File: config.mk
export PLATFORM = sky130hd
export DESIGN_NAME = integer_to_radix_ascii
export DESIGN_NICKNAME = d
export VERILOG_FILES = /design/src/ira_pkg.sv /design/src/integer_to_radix_ascii.sv /design/src/ira_cell.sv
export SDC_FILE = /design/constraint.sdc
export NUM_CORES = 1
export LEC_CHECK = 0
export BUFFER_PORTS_ARGS = -buffer_cell sky130_fd_sc_hd__clkbuf_2
export CAP_MARGIN = 30
export CORE_MARGIN = 8
export CORE_UTILIZATION = 35
export DETAILED_ROUTE_END_ITERATION = 8
export GPL_TIMING_DRIVEN = 0
export HOLD_SLACK_MARGIN = 0.08
export PLACE_DENSITY = 0.5
export SYNTH_ARGS = -nofsm -noshare
export SYNTH_HDL_FRONTEND = slang
export SYNTH_SLANG_ARGS = --single-unit
File: constraint.sdc
create_clock -name clk_i -period 6 [get_ports clk_i]
set_input_delay 0.3 -clock clk_i [delete_from_list [all_inputs] [get_ports clk_i]]
set_output_delay 0.3 -clock clk_i [all_outputs]
set_load 0.02 [all_outputs]
File: src/ira_pkg.sv
package ira_pkg;

  localparam int unsigned DIGIT_BITS = 4;
  localparam int unsigned RADIX_BITS = 5;

  localparam logic [RADIX_BITS-1:0] RADIX_RESET = 5'd10;
  localparam logic [RADIX_BITS-1:0] RADIX_MIN   = 5'd2;
  localparam logic [RADIX_BITS-1:0] RADIX_MAX   = 5'd16;

  localparam logic [7:0] CH_ZERO     = 8'h30;
  localparam logic [7:0] CH_LETTER_A = 8'h41;
  localparam logic [7:0] CH_MINUS    = 8'h2D;

  typedef enum logic [1:0] {
    CELL_HOLD  = 2'd0,
    CELL_CLEAR = 2'd1,
    CELL_CONV  = 2'd2,
    CELL_SHIFT = 2'd3
  } ira_mode_e;

  typedef struct packed {
    ira_mode_e             mode;
    logic [RADIX_BITS-1:0] radix;
  } ira_ctrl_t;

  typedef enum logic [4:0] {
    ST_IDLE = 5'b00001,
    ST_CONV = 5'b00010,
    ST_SIGN = 5'b00100,
    ST_SKIP = 5'b01000,
    ST_EMIT = 5'b10000
  } ira_state_e;

  function automatic logic [7:0] digit_char(input logic [DIGIT_BITS-1:0] d);
    logic [7:0] c;
    if (d < 4'd10) begin
      c = CH_ZERO + {4'd0, d};
    end else begin
      c = CH_LETTER_A + {4'd0, d} - 8'd10;
    end
    return c;
  endfunction

endpackage

File: src/integer_to_radix_ascii.sv
// channel   direction  handshake                   payload
// in        input      in_valid_i / in_stall_o     value_i
// out       output     out_valid_o / out_stall_i   character_o, last_o
// cfg       input      APB, pready tied high       radix at address 0
//
// Conversion: the magnitude's bits pass through the row of digit cells, one bit per cell per cycle.
// Then leading zero digits are shifted out, keeping at least one digit, before output starts.
// One character per cycle after that while out_stall_i is low; a '-' goes out first for a
// negative value.
// Reset sets radix to 10 and returns to idle; in_stall_o stays high until the last character.
// An output stall while a character is offered freezes the cell row and the sequencer.
module integer_to_radix_ascii #(
  parameter int unsigned VALUE_BITS = 32
) (
  input  logic                         clk_i,
  input  logic                         rst_ni,
  input  logic                         in_valid_i,
  output logic                         in_stall_o,
  input  logic signed [VALUE_BITS-1:0] value_i,
  output logic                         out_valid_o,
  input  logic                         out_stall_i,
  output logic [7:0]                   character_o,
  output logic                         last_o,
  input  logic                         psel,
  input  logic                         penable,
  input  logic                         pwrite,
  input  logic [2:0]                   paddr,
  input  logic [31:0]                  pwdata,
  output logic [31:0]                  prdata,
  output logic                         pready
);
  import ira_pkg::*;

  localparam int unsigned NUM_CELLS = VALUE_BITS;
  localparam int unsigned CONV_LAST = VALUE_BITS + NUM_CELLS - 2;
  localparam int unsigned CNT_BITS  = $clog2(CONV_LAST + 1);
  localparam int unsigned REM_BITS  = $clog2(NUM_CELLS + 1);

  ira_state_e              state_q, state_d;
  logic [RADIX_BITS-1:0]   radix_q;
  logic [RADIX_BITS-1:0]   radix_eff;
  logic [VALUE_BITS-1:0]   mag_q, mag_d;
  logic                    neg_q, neg_d;
  logic [CNT_BITS-1:0]     cnt_q, cnt_d;
  logic [REM_BITS-1:0]     rem_q, rem_d;
  ira_ctrl_t               ctrl;
  logic                    in_acc;
  logic                    out_acc;
  logic                    feed_valid;
  logic                    cfg_wr;

  logic                    cell_valid [NUM_CELLS+1];
  logic                    cell_carry [NUM_CELLS+1];
  logic [DIGIT_BITS-1:0]   cell_digit [NUM_CELLS+1];
  logic [DIGIT_BITS-1:0]   top_digit;

  // configuration
  assign pready = 1'b1;
  assign cfg_wr = psel & penable & pwrite & ~paddr[2];
  assign prdata = paddr[2] ? 32'd0 : {27'd0, radix_q};

  always_ff @(posedge clk_i or negedge rst_ni) begin
    if (!rst_ni) begin
      radix_q <= RADIX_RESET;
    end else if (cfg_wr) begin
      radix_q <= pwdata[RADIX_BITS-1:0];
    end
  end

  always_comb begin
    if (radix_q < RADIX_MIN) begin
      radix_eff = RADIX_MIN;
    end else if (radix_q > RADIX_MAX) begin
      radix_eff = RADIX_MAX;
    end else begin
      radix_eff = radix_q;
    end
  end

  // cell row: index 0 is the least significant digit
  assign cell_valid[0] = feed_valid;
  assign cell_carry[0] = mag_q[VALUE_BITS-1];
  assign cell_digit[0] = '0;

  for (genvar k = 0; k < NUM_CELLS; k++) begin : g_cell
    ira_cell u_cell (
      .clk_i       (clk_i),
      .rst_ni      (rst_ni),
      .ctrl_i      (ctrl),
      .bit_valid_i (cell_valid[k]),
      .bit_i       (cell_carry[k]),
      .digit_i     (cell_digit[k]),
      .bit_valid_o (cell_valid[k+1]),
      .bit_o       (cell_carry[k+1]),
      .digit_o     (cell_digit[k+1])
    );
  end

  assign top_digit = cell_digit[NUM_CELLS];

  // sequencer
  assign in_stall_o  = (state_q != ST_IDLE);
  assign in_acc      = in_valid_i & ~in_stall_o;
  assign out_valid_o = (state_q == ST_SIGN) | (state_q == ST_EMIT);
  assign out_acc     = out_valid_o & ~out_stall_i;
  assign character_o = (state_q == ST_SIGN) ? CH_MINUS : digit_char(top_digit);
  assign last_o      = (state_q == ST_EMIT) & (rem_q == REM_BITS'(1));

  always_comb begin
    state_d    = state_q;
    mag_d      = mag_q;
    neg_d      = neg_q;
    cnt_d      = cnt_q;
    rem_d      = rem_q;
    ctrl.mode  = CELL_HOLD;
    ctrl.radix = radix_eff;
    feed_valid = 1'b0;
    case (state_q)
      ST_IDLE: begin
        if (in_acc) begin
          neg_d     = value_i[VALUE_BITS-1];
          mag_d     = value_i[VALUE_BITS-1] ? (~value_i + 1'b1) : value_i;
          cnt_d     = '0;
          ctrl.mode = CELL_CLEAR;
          state_d   = ST_CONV;
        end
      end
      ST_CONV: begin
        ctrl.mode  = CELL_CONV;
        feed_valid = (cnt_q < CNT_BITS'(VALUE_BITS));
        mag_d      = {mag_q[VALUE_BITS-2:0], 1'b0};
        cnt_d      = cnt_q + 1'b1;
        if (cnt_q == CNT_BITS'(CONV_LAST)) begin
          rem_d   = REM_BITS'(NUM_CELLS);
          state_d = neg_q ? ST_SIGN : ST_SKIP;
        end
      end
      ST_SIGN: begin
        if (out_acc) begin
          state_d = ST_SKIP;
        end
      end
      ST_SKIP: begin
        if ((top_digit == '0) && (rem_q > REM_BITS'(1))) begin
          ctrl.mode = CELL_SHIFT;
          rem_d     = rem_q - 1'b1;
        end else begin
          state_d = ST_EMIT;
        end
      end
      ST_EMIT: begin
        if (out_acc) begin
          if (rem_q == REM_BITS'(1)) begin
            state_d = ST_IDLE;
          end else begin
            ctrl.mode = CELL_SHIFT;
            rem_d     = rem_q - 1'b1;
          end
        end
      end
      default: begin
        state_d = ST_IDLE;
      end
    endcase
  end

  always_ff @(posedge clk_i or negedge rst_ni) begin
    if (!rst_ni) begin
      state_q <= ST_IDLE;
      cnt_q   <= '0;
      rem_q   <= '0;
    end else begin
      state_q <= state_d;
      cnt_q   <= cnt_d;
      rem_q   <= rem_d;
    end
  end

  always_ff @(posedge clk_i) begin
    mag_q <= mag_d;
    neg_q <= neg_d;
  end

`ifndef SYNTHESIS
  // the top cell never overflows
  a_no_top_carry: assert property (@(posedge clk_i) disable iff (!rst_ni)
    !cell_carry[NUM_CELLS])
    else $error("carry out of the top digit cell");

  a_accept_starts_conv: assert property (@(posedge clk_i) disable iff (!rst_ni)
    in_acc |=> (state_q == ST_CONV))
    else $error("accepted request did not start conversion");

  a_last_ends: assert property (@(posedge clk_i) disable iff (!rst_ni)
    (out_acc && last_o) |=> (state_q == ST_IDLE))
    else $error("block not idle after last character");

  a_no_overlap: assert property (@(posedge clk_i) disable iff (!rst_ni)
    out_valid_o |-> in_stall_o)
    else $error("input open while characters pending");

  a_stall_holds: assert property (@(posedge clk_i) disable iff (!rst_ni)
    (out_valid_o && out_stall_i) |=> ($stable(character_o) && out_valid_o))
    else $error("stalled character changed");
`endif

endmodule

File: src/ira_cell.sv
module ira_cell (
  input  logic                              clk_i,
  input  logic                              rst_ni,
  input  ira_pkg::ira_ctrl_t                ctrl_i,
  input  logic                              bit_valid_i,
  input  logic                              bit_i,
  input  logic [ira_pkg::DIGIT_BITS-1:0]    digit_i,
  output logic                              bit_valid_o,
  output logic                              bit_o,
  output logic [ira_pkg::DIGIT_BITS-1:0]    digit_o
);
  import ira_pkg::*;

  logic [DIGIT_BITS-1:0] digit_q, digit_d;
  logic                  valid_q, valid_d;
  logic                  carry_q, carry_d;
  logic [RADIX_BITS-1:0] sum;
  logic [RADIX_BITS-1:0] red;
  logic                  ge;

  // doubled digit plus incoming bit, reduced once by the radix
  assign sum = {digit_q, bit_i};
  assign ge  = (sum >= ctrl_i.radix);
  assign red = ge ? (sum - ctrl_i.radix) : sum;

  always_comb begin
    digit_d = digit_q;
    valid_d = 1'b0;
    carry_d = 1'b0;
    case (ctrl_i.mode)
      CELL_HOLD: begin
        digit_d = digit_q;
      end
      CELL_CLEAR: begin
        digit_d = '0;
      end
      CELL_CONV: begin
        if (bit_valid_i) begin
          digit_d = red[DIGIT_BITS-1:0];
        end
        valid_d = bit_valid_i;
        carry_d = bit_valid_i & ge;
      end
      CELL_SHIFT: begin
        digit_d = digit_i;
      end
      default: begin
        digit_d = digit_q;
      end
    endcase
  end

  always_ff @(posedge clk_i or negedge rst_ni) begin
    if (!rst_ni) begin
      valid_q <= 1'b0;
      carry_q <= 1'b0;
    end else begin
      valid_q <= valid_d;
      carry_q <= carry_d;
    end
  end

  always_ff @(posedge clk_i) begin
    digit_q <= digit_d;
  end

  assign bit_valid_o = valid_q;
  assign bit_o       = carry_q;
  assign digit_o     = digit_q;

endmodule
==> flow_summary.toml <==
[final_layout]
final_common_cell = "ha_1"
final_core_util_pct = 40.4
multiInputGateArea_um2 = 9390
drive_above_1_share_pct = 10.7
fillCellCount = 4798
final_nets = 2059
design_area_um2 = 19600
final_cell_mix = "ha_1, edfxtp_1, nand2_1"
area_growth_pct = 15.1
register_area_um2 = 6940

[global_route]
grt_pass1_vias = 13460
antenna_found_initial = 0
grt_first_pass_wirelength_um = 77600
use_met2_pct = 29.4
met1_usage_pct = 23.1
grt_usage_pct = 17.4
grt_use_met3_pct = 2.62
grt.overflow.total = 0
gr-max-usage-layer = "met2"
grt_max_degree = 85

[setup_path]
path_cells = "nor2_1, nor2_4, buf_12, inv_2, buf_12, ha_1, nor2b_1, o21ai_0, a31oi_1, a211oi_1, mux2i_1, nor2_1"
critPathMaxFanout = 17
critPathKind = "reg -> reg"
critPathArrivalTime_ps = 4400
worst_setup_path_start_kind = "flip-flop"
slowest_stage = "a211oi_1"
critical_path_required_ps = 6310
slowest_delay_ps = 750
cp-end-kind = "flip-flop"

[logic_synthesis]
synth-xor-area-share_pct = 4.93
synthSimpleGateAreaFrac_pct = 11.0
synth_compound_area_share_pct = 14.5
synthFlopType = "edfxtp_1"
yosys.cell_types.count = 52
muxShareOfSynthArea_pct = 7.92
async_reset_ff_share_pct = 34.3
synth_top_family_by_area = "adder cells"
synth-seq-cells = 245
yosysSeqAreaShare_pct = 40.7
synth_area_um2 = 17100
synthCells = 1639
synth_edf_count = 161
syn_area_per_cell_um2 = 10.4
ys_warn_count = 0
synthAdderAreaFrac_pct = 16.0

[floorplanning]
ioPinCount = 118
initial_utilization_pct = 35.1
fp.dieH_um = 237
die_area_um2 = 56000
core_area_um2 = 48500
fp.dieW_um = 237
std_cell_rows = 81

[power_and_ir_drop]
seqPwrFrac_pct = 30.0
switching_share_pct = 40.7
p_int_mw = 5.45
finalPower_mw = 9.20
power_density_nw_per_um2 = 468
power_frac_comb_pct = 50.4
clkPwrFrac_pct = 19.6
irDropWorstVdd_v = 0.000267
power_leakage_nw = 8.50
power_switching_mw = 3.74

[clock_tree]
worstSkewPairLatency_ps = 570
tritoncts = "done"
cts_max_level = 1
ctsHoldBuffers = 9
postCtsSetupRepairBufs = 0
clk_pin_slew_worst_paths_ps = 60
cts_buffer_depth = 3
cts.sinks = 245
cts_buffers = 30
cts_root_buffer = "clkbuf_16"
cts_resized = 0

[timing]
setup_viol = 0
tns_ps = 0
maxSlewHeadroom_pct = 31.8
hold_violations = 0
tightest_slew_ps = 1020
report.final.slew_viol_count = 0
fin_crit_sh_pct = 68.1
clock-skew-final_ps = 10.7
rsz0062_at_grt = "no"
fmax_mhz = 245
finalWorstPathRequiredPeriod_ps = 4090

[status]
status = "finished, final reports clean"

[placement]
place.port_buffers = 59
placed_area_um2 = 18500
gp_congestion = 0.798
dp_hpwl_um = 35100

[routing]
drt_iter0_drc = 657
wl_um = 49000
vias = 12735
drc = 0
antenna_left = 0
vias_per_cell = 5.23
first_pass_iters = 5
avgRoutedWirePerCell_um = 20.1

[run]
cap_viol_max_count = 0

[worst_hold_path]
hold_path_class = "in -> reg"
[cell usage after synthesis (all sizes together) (4+ instances only)]
cell type	number	share of area [%]
buf	34	1.4
o41ai	6	0.42
inv	112	2.5
nand3b	4	0.18
xor2	27	1.4
nand2b	35	1.3
o21ai	143	4.2
a21o	62	2.7
a21oi	102	3.0
nor2b	10	0.37
nand3	13	0.38
or3	35	1.4
clkbuf	47	1.0
a22o	44	2.3
xnor2	69	3.5
nand2	151	3.3
dfrtp	81	12
and2	37	1.4
mux2i	109	6.4
a211oi	5	0.22
o22ai	20	0.73
edfxtp	161	28
nor2	28	0.62
nand4	7	0.26
nor3	5	0.15
o31ai	7	0.31
fa	32	3.8
and3	33	1.2
mux2	23	1.5
ha	167	12
[final timing paths]
| check | to | slack [ps] | cells after the start | from |
|---|---|---|---|---|
| setup / recovery | g_cell[0].u_cell.digit_o[3] | 1910 | 12 | radix_q[1] |
| hold / removal | mag_q[31] | 110 | 2 | value_i[29] |
| setup reg to reg | g_cell[0].u_cell.digit_o[3] | 1910 | 12 | radix_q[1] |
| hold reg to reg | rem_q[0] | 500 | 1 | rem_q[0] |
| max in group asynchronous | g_cell[0].u_cell.bit_valid_o | 5040 | 2 | rst_ni |
| min in group asynchronous | g_cell[11].u_cell.bit_o | 410 | 2 | rst_ni |
[worst max-delay path: cells and delay by family, from the launching register on]
| kind | cells | cell delay, ps |
|---|---|---|
| AO/OA/AOI/OAI | 3 | 1070 |
| buffers and inverters | 3 | 820 |
| AND/OR/NAND/NOR | 4 | 790 |
| flip-flops | 1 | 550 |
| adder cells (fa/ha/maj) | 1 | 300 |
| multiplexers | 1 | 270 |
[cell families (layout without fill, tap and decap cells)]
group / Yosys count / count (layout)
AOI/OAI and AO/OA: 403 / 403
and+or+nand+nor: 369 / 369
DFF: 245 / 245
adders and majority gates: 199 / 199
buffers and inverters: 193 / 337
muxes: 132 / 132
xor gates and xnor gates: 96 / 96
other: 2 / 30
[state kept, by name, indices dropped and copies added, names as in the netlist]
signal / cells
mag_q: 32
neg_q: 1
g_cell.u_cell.bit_valid_o: 31
radix_q: 5
rem_q: 6
g_cell.u_cell.bit_o: 31
cnt_q: 6
g_cell.u_cell.digit_o: 128
state_q: 5
[power groups by stage]
stage / Combinational [mW] / Sequential, mW / Clock (mW)
detailed placement: 4.63 / 2.79 / 0
CTS: 4.66 / 2.76 / 1.85
finish: 4.63 / 2.76 / 1.81
global placement: 4.41 / 2.78 / 0
floorplan: 3.37 / 2.67 / 0
global route: 5.20 / 2.82 / 1.91
[metrics by stage]
step | setup slack, ps | hold slack (ps) | cells
2_1_floorplan | 1090 | 4.41 | 1666
3_3_place_gp | -2210 | 491 | 2347
3_5_place_dp | 1880 | 468 | 2365
4_1_cts | 1880 | 81.4 | 2430
5_1_grt | 1590 | 94.9 | 2432
6_report | 1910 | 111 | 2433
[final cells by class]
type / instances / area share [%]
diodes: 1 / 0.0127
plain buffers: 81 / 2.10
clock buffers: 46 / 4.49
clock inverters: 10 / 0.414
inverters: 112 / 2.14
multi-input cells: 1228 / 47.8
flip-flops and latches: 245 / 35.4
well taps: 622 / 3.96
repair buffers: 88 / 3.68
[routing by layer]
metal,up-vias,part of all wire (%)
li1,6166,-
met5,-,0
met4,0,2.8
met3,83,4.2
met1,6251,46
met2,235,47
Note: power is estimated with default switching activity, not from simulation.
